`src/sv/dzls_pkg.sv`:
```
// Shared types and constants for the Z251 LCG sampler.
// Used by dzls_lcg and distinct_z251_lcg_sampler.
`default_nettype none

package dzls_pkg;

  localparam int LCG_W = 48;
  localparam int HALF_W = 24;

  localparam logic [LCG_W-1:0] LCG_MUL = 48'h0005_DEEC_E66D;
  localparam logic [LCG_W-1:0] LCG_ADD = 48'h0000_0000_000B;
  localparam logic [HALF_W-1:0] MUL_LO = LCG_MUL[HALF_W-1:0];
  localparam logic [HALF_W-1:0] MUL_HI = LCG_MUL[LCG_W-1:HALF_W];

  localparam logic [7:0] ZMOD = 8'd251;

  // request codes
  localparam logic [1:0] FN_RESEED = 2'd0;
  localparam logic [1:0] FN_SINGLE = 2'd1;
  localparam logic [1:0] FN_SET    = 2'd2;

  typedef struct packed {
    logic             start;
    logic             load;
    logic [LCG_W-1:0] seed;
  } lcg_ctl_t;

  typedef struct packed {
    logic       done;
    logic [7:0] draw;
  } lcg_sts_t;

endpackage

`default_nettype wire

```
`src/sv/dzls_lcg.sv`:
```
// 48-bit LCG with one shared 24x24 multiplier, stepped through the states M0, M1, M2 and SUM.
// Depends on dzls_pkg for the constants and the control/status structs.
`default_nettype none

module dzls_lcg (
  input  wire                clk,
  input  wire                rst,
  input  wire dzls_pkg::lcg_ctl_t ctl,
  output dzls_pkg::lcg_sts_t sts
);
  import dzls_pkg::*;

  localparam logic [2:0] P_IDLE = 3'd0;
  localparam logic [2:0] P_M0   = 3'd1;
  localparam logic [2:0] P_M1   = 3'd2;
  localparam logic [2:0] P_M2   = 3'd3;
  localparam logic [2:0] P_SUM  = 3'd4;

  logic [2:0]        step;
  logic [LCG_W-1:0]  gen;
  logic [LCG_W-1:0]  acc;
  logic [LCG_W-1:0]  prod;
  logic              done;
  logic [HALF_W-1:0] mul_a;
  logic [HALF_W-1:0] mul_b;
  logic [LCG_W-1:0]  mul_out;

  // partial products: lo*lo, hi*lo, lo*hi; hi*hi falls off the top
  assign mul_a   = (step == P_M1) ? gen[LCG_W-1:HALF_W] : gen[HALF_W-1:0];
  assign mul_b   = (step == P_M2) ? MUL_HI : MUL_LO;
  assign mul_out = LCG_W'(mul_a) * LCG_W'(mul_b);

  always_ff @(posedge clk) begin
    if (rst) begin
      step <= P_IDLE;
      gen  <= LCG_MUL;
      done <= 1'b0;
    end else begin
      done <= 1'b0;
      case (step)
        P_IDLE: begin
          if (ctl.load) begin
            gen <= ctl.seed ^ LCG_MUL;
          end else if (ctl.start) begin
            step <= P_M0;
          end
        end
        P_M0:  step <= P_M1;
        P_M1:  step <= P_M2;
        P_M2:  step <= P_SUM;
        P_SUM: begin
          gen  <= acc + {prod[HALF_W-1:0], {HALF_W{1'b0}}};
          done <= 1'b1;
          step <= P_IDLE;
        end
        default: step <= P_IDLE;
      endcase
    end
  end

  always_ff @(posedge clk) begin
    prod <= mul_out;
    case (step)
      P_M1:    acc <= prod + LCG_ADD;
      P_M2:    acc <= acc + {prod[HALF_W-1:0], {HALF_W{1'b0}}};
      default: acc <= acc;
    endcase
  end

  assign sts.done = done;
  assign sts.draw = gen[LCG_W-1:LCG_W-8];

endmodule

`default_nettype wire

```
`src/sv/distinct_z251_lcg_sampler.sv`:
```
// Z251 sampler on a 48-bit LCG. A raw draw runs on the shared multiplier
// (start, four multiply/accumulate steps, done); draws of 251 or more repeat.
// A set value at index i adds one discarded draw and a scan of the i stored values per candidate
// through the set memory; one request is handled at a time, a reseed loads the generator from the seed register.
// Reset (synchronous): generator holds 0x5DEECE66D, seed register is zero, no output.
`default_nettype none

module distinct_z251_lcg_sampler #(
  parameter int MAX_COUNT = 64
) (
  input  wire        clk,
  input  wire        rst,
  input  wire        cfg_write,
  input  wire [47:0] cfg_data,
  input  wire        in_valid,
  output logic       in_stall,
  input  wire [1:0]  func,
  input  wire [6:0]  count,
  output logic       out_valid,
  input  wire        out_stall,
  output logic [7:0] value,
  output logic [5:0] position,
  output logic       last
);
  import dzls_pkg::*;

  localparam int CNT_W  = $clog2(MAX_COUNT + 1);
  localparam int ADDR_W = (MAX_COUNT > 1) ? $clog2(MAX_COUNT) : 1;

  localparam logic [1:0] ST_IDLE = 2'd0;
  localparam logic [1:0] ST_DRAW = 2'd1;
  localparam logic [1:0] ST_SCAN = 2'd2;
  localparam logic [1:0] ST_EMIT = 2'd3;

  logic [1:0]        st;
  logic [LCG_W-1:0]  seed;
  logic [CNT_W-1:0]  n;
  logic [CNT_W-1:0]  i;
  logic [7:0]        cand;
  logic              discard;
  logic              lcg_start;
  logic [ADDR_W-1:0] scan_k;
  logic [7:0]        rd_data;
  logic              rd_valid;
  logic              rd_last;
  logic [7:0]        set_mem [MAX_COUNT];

  logic              in_take;
  logic              out_load;
  logic              is_last;
  logic [CNT_W-1:0]  n_sat;
  lcg_ctl_t          ctl;
  lcg_sts_t          sts;

  assign in_stall = (st != ST_IDLE);
  assign in_take  = in_valid && !in_stall;
  assign out_load = (st == ST_EMIT) && (!out_valid || !out_stall);
  assign is_last  = ((i + CNT_W'(1)) == n);
  assign n_sat    = (32'(count) > MAX_COUNT) ? CNT_W'(MAX_COUNT) : CNT_W'(count);

  assign ctl.start = lcg_start;
  assign ctl.load  = in_take && (func == FN_RESEED);
  assign ctl.seed  = seed;

  dzls_lcg u_lcg (
    .clk (clk),
    .rst (rst),
    .ctl (ctl),
    .sts (sts)
  );

  always_ff @(posedge clk) begin
    if (rst) begin
      st        <= ST_IDLE;
      seed      <= '0;
      lcg_start <= 1'b0;
      discard   <= 1'b0;
      rd_valid  <= 1'b0;
      out_valid <= 1'b0;
    end else begin
      lcg_start <= 1'b0;
      if (cfg_write) begin
        seed <= cfg_data;
      end
      if (out_valid && !out_stall) begin
        out_valid <= 1'b0;
      end
      case (st)
        ST_IDLE: begin
          if (in_take) begin
            i       <= '0;
            discard <= 1'b0;
            case (func)
              FN_SINGLE: begin
                n         <= CNT_W'(1);
                lcg_start <= 1'b1;
                st        <= ST_DRAW;
              end
              FN_SET: begin
                n <= n_sat;
                if (n_sat != '0) begin
                  lcg_start <= 1'b1;
                  st        <= ST_DRAW;
                end
              end
              default: st <= ST_IDLE;
            endcase
          end
        end
        ST_DRAW: begin
          if (sts.done) begin
            if (sts.draw >= ZMOD) begin
              lcg_start <= 1'b1;
            end else if (discard) begin
              // drop the extra draw taken ahead of each later set value
              discard   <= 1'b0;
              lcg_start <= 1'b1;
            end else begin
              cand <= sts.draw;
              if (i == '0) begin
                st <= ST_EMIT;
              end else begin
                scan_k   <= '0;
                rd_valid <= 1'b0;
                st       <= ST_SCAN;
              end
            end
          end
        end
        ST_SCAN: begin
          if (rd_valid && (rd_data == cand)) begin
            rd_valid  <= 1'b0;
            lcg_start <= 1'b1;
            st        <= ST_DRAW;
          end else if (rd_valid && rd_last) begin
            rd_valid <= 1'b0;
            st       <= ST_EMIT;
          end else begin
            rd_valid <= 1'b1;
            rd_last  <= (CNT_W'(scan_k) == (i - CNT_W'(1)));
            if (CNT_W'(scan_k) != (i - CNT_W'(1))) begin
              scan_k <= scan_k + ADDR_W'(1);
            end
          end
        end
        ST_EMIT: begin
          if (out_load) begin
            out_valid <= 1'b1;
            if (is_last) begin
              st <= ST_IDLE;
            end else begin
              i         <= i + CNT_W'(1);
              discard   <= 1'b1;
              lcg_start <= 1'b1;
              st        <= ST_DRAW;
            end
          end
        end
        default: st <= ST_IDLE;
      endcase
    end
  end

  // output payload and set memory
  always_ff @(posedge clk) begin
    if (out_load) begin
      value              <= cand;
      position           <= 6'(i);
      last               <= is_last;
      set_mem[i[ADDR_W-1:0]] <= cand;
    end
    rd_data <= set_mem[scan_k];
  end

endmodule

`default_nettype wire
```
`config.mk`:
```
export PLATFORM = sky130hd
export DESIGN_NAME = distinct_z251_lcg_sampler
export DESIGN_NICKNAME = d
export VERILOG_FILES = /design/src/sv/dzls_pkg.sv /design/src/sv/dzls_lcg.sv /design/src/sv/distinct_z251_lcg_sampler.sv
export SDC_FILE = /design/constraint.sdc
export NUM_CORES = 2
export LEC_CHECK = 0
export BUFFER_PORTS_ARGS = -buffer_cell sky130_fd_sc_hd__buf_2
export CAP_MARGIN = 20
export CORE_MARGIN = 2
export CORE_UTILIZATION = 39
export CTS_BUF_LIST = sky130_fd_sc_hd__clkbuf_4 sky130_fd_sc_hd__clkbuf_8
export DETAILED_ROUTE_END_ITERATION = 10
export PLACE_DENSITY = 0.61
export SKIP_LAST_GASP = 1
export SYNTH_ARGS = -nofsm -noshare
export SYNTH_HDL_FRONTEND = slang
export SYNTH_HIERARCHICAL = 1
export SYNTH_SLANG_ARGS = --single-unit
```
`constraint.sdc`:
```
create_clock -name clk -period 11.6 [get_ports clk]
set_clock_uncertainty 0.15 [all_clocks]
set_input_delay 2.9 -clock clk [delete_from_list [all_inputs] [get_ports clk]]
set_output_delay 2.9 -clock clk [all_outputs]
set_load 0.02 [all_outputs]
```
# Yosys cells after proc, flatten, opt, wreduce, memory -nomap -nowiden
# Memories as Yosys holds them, arrays and structs flattened. A register that Yosys moved wholly into a read port is not among the register bits.
# Index checks and enable logic that the tools add are counted.
classes:
  n_addsub: 5
  reduce_logical: 32
  eq_ne: 28
  magnitude_cmp: 2
  n_mul: 1
  bitwise_logic: 6
  mux: 63
op_table:
  columns: ["operator", "n"]
  rows:
  - ["48-bit one-hot mux with 2 select lines", 2]
  - ["48-bit by 4-bit adder with 48-bit output, second input constant", 1]
  - ["48-bit adder", 1]
  - ["24-bit by 24-bit multiplier with 48-bit output", 1]
  - ["24-bit 2-to-1 mux", 2]
  - ["48-bit 2-to-1 mux", 1]
  - ["6-bit 2-to-1 mux", 7]
  - ["7-bit 2-to-1 mux", 4]
  - ["7-bit one-hot mux with 2 select lines", 2]
  - ["1-bit 2-to-1 mux", 27]
  - ["2-bit != test, second input constant", 12]
  - ["23-bit NOT", 1]
  - ["2-bit 2-to-1 mux", 8]
  - ["5-bit AND reduction", 3]
  - ["3-bit one-hot mux with 4 select lines", 1]
  - ["6-bit one-hot mux with 2 select lines", 1]
  - ["2-bit nonzero test", 6]
  - ["9-bit AND reduction", 1]
  - ["8-bit equality test", 1]
  - ["8-bit greater-or-equal comparator, second input constant", 1]
  - ["2-bit one-hot mux with 4 select lines", 1]
  - ["4-bit AND reduction", 2]
  - ["7-bit by 1-bit adder with 7-bit output, second input constant", 1]
  - ["6-bit by 7-bit equality test with 1-bit output", 1]
  - ["other kinds (29)", 49]
totals:
  mem_count: 1
  out_inout_bits: 17
  ramBits: 512
  wordCells: 157
  input_bits: 62
  regBits: 246
mem_list:
  columns: ["name", "words", "width", "rd", "rd_clocked_by_memory_dff", "wr", "line", "rtl"]
  rows:
  - ["set_mem", 64, 8, 1, 1, 1, "distinct_z251_lcg_sampler.sv:46", "logic [7:0] set_mem [MAX_COUNT];"]

# Logic depth before layout (Yosys ltp)
logic_depth:
  ltp_word: 7
  mapped_depth: 31
  ltp_nobuf: 28

# Modules after synthesis
# Netlist, hierarchy kept.
modules_own_cells:
  columns: ["module", "area_per_inst_um2", "instances", "cells_each", "seq_area_each_um2"]
  rows:
  - ["distinct_z251_lcg_sampler", 24451.0, 1, 1351, 17937.2]
  - ["dzls_lcg", 21647.0, 1, 2354, 3443.3]

# Worst setup path after synthesis
# No wires, ideal clock.
synth_timing:
  path_type: "register -> register"
  start: "register u_lcg.step[1]"
  end: "register u_lcg.prod[45]"
  period_less_slack_ps: 8723
  required_time_ps: 11378
  path_stages_with_launch: 28
  setup_ps: 72
  setup_slack_ps: 2877
  t_arrival_ps: 8501
  path_buffers: 5
  cell_sequence: "dfxtp_1 clkbuf_1 nor2b_1 and2_1 clkbuf_1 clkbuf_1 buf_1 nor2_1 fa_1 fa_1 fa_1 inv_1 fa_1 fa_1 fa_1 fa_1 inv_1 ha_1 clkbuf_1 a21o_1 a21o_1 a21oi_1 o211ai_1 a211o_1 o221ai_1 o21ai_1 a221oi_1 xnor2_1"
synth_between:
  elab_chain_len: 3
  elab_cells_between_ends: 5
  cone_classes: "mul: 1; eq/ne: 2; mux: 2"
synth_rtl:
  columns: ["element", "line", "rtl"]
  rows:
  - ["start, declared", "dzls_lcg.sv:19", "logic [2:0] step;"]
  - ["start signal, assigned", "dzls_lcg.sv:35", "step <= P_IDLE;"]
  - ["start signal, assigned", "dzls_lcg.sv:45", "step <= P_M0;"]
  - ["start signal, assigned", "dzls_lcg.sv:48", "P_M0: step <= P_M1;"]
  - ["3-bit by 2-bit equality test with 1-bit output, on equally long branches", "dzls_lcg.sv:29, dzls_lcg.sv:30", null]
  - ["24-bit 2-to-1 mux, on equally long branches", "dzls_lcg.sv:29, dzls_lcg.sv:30", null]
  - ["24-bit by 24-bit multiplier with 48-bit output (*)", "dzls_lcg.sv:31", "assign mul_out = LCG_W'(mul_a) * LCG_W'(mul_b);"]
  - ["via u_lcg.mul_out[45]", "dzls_lcg.sv:26", "logic [LCG_W-1:0] mul_out;"]
  - ["end signal, assigned", "dzls_lcg.sv:62", "prod <= mul_out;"]
  - ["end, declared", "dzls_lcg.sv:22", "logic [LCG_W-1:0] prod;"]
# The timed path passes the listed nets; every way through them passes the cells marked *.
# A chain may end at the register's enable or synchronous reset.

# Worst setup path after layout
layout_timing:
  start: "register u_lcg.step[1]"
  end: "register u_lcg.prod[46]"
# Same word-level chain as after synthesis.

==> key figures <==
Critical path
  • Crit-path most repeated cell: fa_1
  • Kind of critical path: flip-flop to flip-flop
  • Crit path launch type: flip-flop
  • Critical path peak fanout: 48
  • Data required time of the critical path: 12.18 ns
  • Crit path DAT: 9.84 ns
  • Worst Setup End Kind: flip-flop
  • Slowest-stage cell, CP: mux2i_1
  • CP max stage delay: 0.84 ns
  • FF-to-FF setup slack: 2.34 ns

Layout
  • Register area: 21380 um^2
  • Layout Area Growth over Synthesis: 10.28%
  • Layout cells sized above 1: 12.73%
  • Fill cells: 10920
  • Multi-input gate area: 21800 um^2
  • Nets: 4472

Route
  • Via density per instance: 5.228
  • Drc violations: 0
  • ANT nets after route: 0
  • Wire length on met2: 53780 um
  • Final wirelength: 117900 um
  • Routed length per instance: 21.70 um
  • DR top layer: met5
  • Met1 wire length: 53170 um
  • DR WL met3: 7996 um
  • Via count: 28420
  • Pre-antenna DRT Iters: 7
  • Starting DRT DRC Count: 2354

Timing
  • Setup TNS: 0 ns
  • Slew Limit Fails: 0
  • Worst-Margin Slew: 1.079 ns
  • Slew headroom: 27.38%
  • Fmax achieved: 0.1079 GHz
  • Fin. Hold Viols: 0
  • RSZ-0062 raised after global routing: no
  • Crit path time final: 9.265 ns
  • Final period util: 79.87%
  • Setup Viol. Count Final: 0

Synthesis
  • Post-synth top area cell: edfxtp_1
  • Largest cells by area after synthesis: edfxtp_1 (39%), fa_1 (15%), ha_1 (7.7%)
  • Synth top area share: 39.35%
  • Gate Count Post-Synth: 3705
  • Ys Warns: 6
  • Number of synthesized register bits: 766
  • Primary FF master, synth: edfxtp_1
  • Cell variety after synth: 85
  • Syn_area_per_cell: 12.44 um^2
  • Number of flops mapped to enable cells by yosys: 604
  • Register area share after synthesis: 46.38%
  • Post-synthesis instance area: 46100 um^2
  • Ys async rst share: 0%

Clock tree
  • Clock sink count: 766
  • Clock Pin Slew Worst Setup and Hold Paths: 0.06 ns
  • H-Tree Level Count: 4
  • Clk buf depth: 3
  • Post-CTS Setup Bufs: 0
  • CTS resizes: 0
  • TritonCTS clock tree: done
  • Hold buffer count at CTS: 0
  • Clock buffer count from CTS: 134
  • Clk root buf: clkbuf_8
  • Clock latency on the worst-skew pair: 0.85 ns

Floorplan
  • I/O Pins: 79
  • DIE HEIGHT: 347.8 um
  • Die Wd: 347.8 um
  • Row Count: 126
  • CORE AREA: 117600 um^2
  • Initial Util: 39.20%
  • Die area: 121000 um^2

Run status
  • Status: completed

Placement
  • RD Place Congestion: 0.8999
  • Port bufs: 78
  • Detailed Place HPWL: 86310 um

Global routing
  • Total track usage: 19.76%
  • Initial antenna violation count: 4
  • Total gr overflow: 0
  • Number of global-route vias before repair: 29140
  • First-pass GRT wire length: 180000 um
  • Largest net degree at the start of global routing: 96

Flow run
  • Max-cap viol count: 0

Worst hold path
  • HP Class: flip-flop to flip-flop
==> Yosys cell counts (11+ instances only) <==
cell	number
a311oi_1	21
o21ai_0	66
buf_1	17
a21o_1	36
o21ai_1	22
o211ai_1	34
nand2b_1	14
inv_1	574
fa_1	337
and2_1	16
a22oi_1	28
buf_4	19
dfxtp_1	162
and3_1	29
nor3_1	15
xnor2_1	77
nor2_1	252
a211oi_1	24
a21oi_1	90
a31oi_1	11
nand4_1	25
xor2_1	60
mux2_2	29
clkbuf_1	99
mux2i_1	125
nand3_1	77
nor2b_1	27
mux4_2	108
ha_1	283
edfxtp_1	604
nand2_1	264
buf_2	19
==> sequential cells by signal (all words and copies together), names as in the netlist, 6 cells and up <==
register    count
cand            8
i               7
n               7
position        6
rd_data         8
scan_k          6
seed           48
set_mem       512
u_lcg/acc      48
u_lcg/gen      48
u_lcg/prod     48
value           8
==> critical path, delay by kind of cell (launching register included) <==
family / cells / cell delay, ns
adder cells (fa/ha/maj): 8 / 3.52
AO/OA/AOI/OAI: 8 / 1.94
buffers and inverters: 5 / 1.22
AND/OR/NAND/NOR: 3 / 0.85
multiplexers: 1 / 0.84
flip-flops: 1 / 0.45
XOR/XNOR: 1 / 0.15
==> through the flow <==
stage                     worst slack [ns]  utilization [%]  area [um^2]  hold slack, ns  cells
final                                2.335            43.23        50840          0.3054   5435
after global routing                 1.748            43.22        50830          0.3188   5434
after CTS                            2.458            43.20        50810          0.3051   5431
after detailed placement             2.492            40.74        47920          0.2987   5188
after global placement               2.525            40.74        47920          0.2854   5188
after floorplan                      2.877                -        46100          0.2706   3706
==> cell usage in the layout (no fill, tap or decap), drive strengths merged, types with 28 or more instances in the layout <==
cell | Yosys | final
o21ai | 88 | 88
nand2 | 264 | 264
a21o | 36 | 36
edfxtp | 604 | 604
inv | 574 | 587
clkbuf | 101 | 189
and3 | 29 | 29
ha | 283 | 283
fa | 337 | 337
xnor2 | 77 | 77
nor2 | 253 | 253
buf | 64 | 113
xor2 | 60 | 60
dfxtp | 162 | 162
clkinv | 1 | 35
mux2i | 125 | 125
a21oi | 90 | 90
a22oi | 28 | 28
o211ai | 34 | 34
mux2 | 29 | 29
nand3 | 79 | 79
mux4 | 108 | 108
==> layout make-up <==
type,instances,share of cell area (%)
Multi-Input combinational cell,2200,42.89
Antenna cell,2,0.009845
Clock buffer,189,4.551
Tap cell,1536,3.780
Clock inverter,54,1.140
Inverter,575,4.246
Sequential cell,766,42.06
Timing Repair Buffer,113,1.329
==> cell families after synthesis <==
logic type	after synthesis	synth area share (%)
flip-flops	766	46.38
multiplexers	262	8.699
XOR/XNOR	140	2.752
buffers and inverters	740	6.392
AND/OR/NAND/NOR	773	7.698
other	1	0.008135
AO/OA/AOI/OAI	403	5.754
adder cells (fa/ha/maj)	620	22.32
==> routing by layer <==
metal  GRT usage (%)  vias up
met5               0        -
met4           6.202        6
met3           4.558      166
met2           30.54      862
li1                -    12990
met1           27.60    14400
==> worst paths after layout <==
| check | startpoint | endpoint | cells after the start |
|---|---|---|---|
| worst max-delay path | u_lcg/step[1] | u_lcg/prod[46] | 26 |
| worst min-delay path | u_lcg/acc[6] | u_lcg/gen[6] | 2 |
| worst max register to register | u_lcg/step[1] | u_lcg/prod[46] | 26 |
| worst min register to register | u_lcg/acc[6] | u_lcg/gen[6] | 2 |
Power is left out: the tool's default activity adds up to more than one toggle a clock period on the data nets, which glitch-free logic cannot reach.
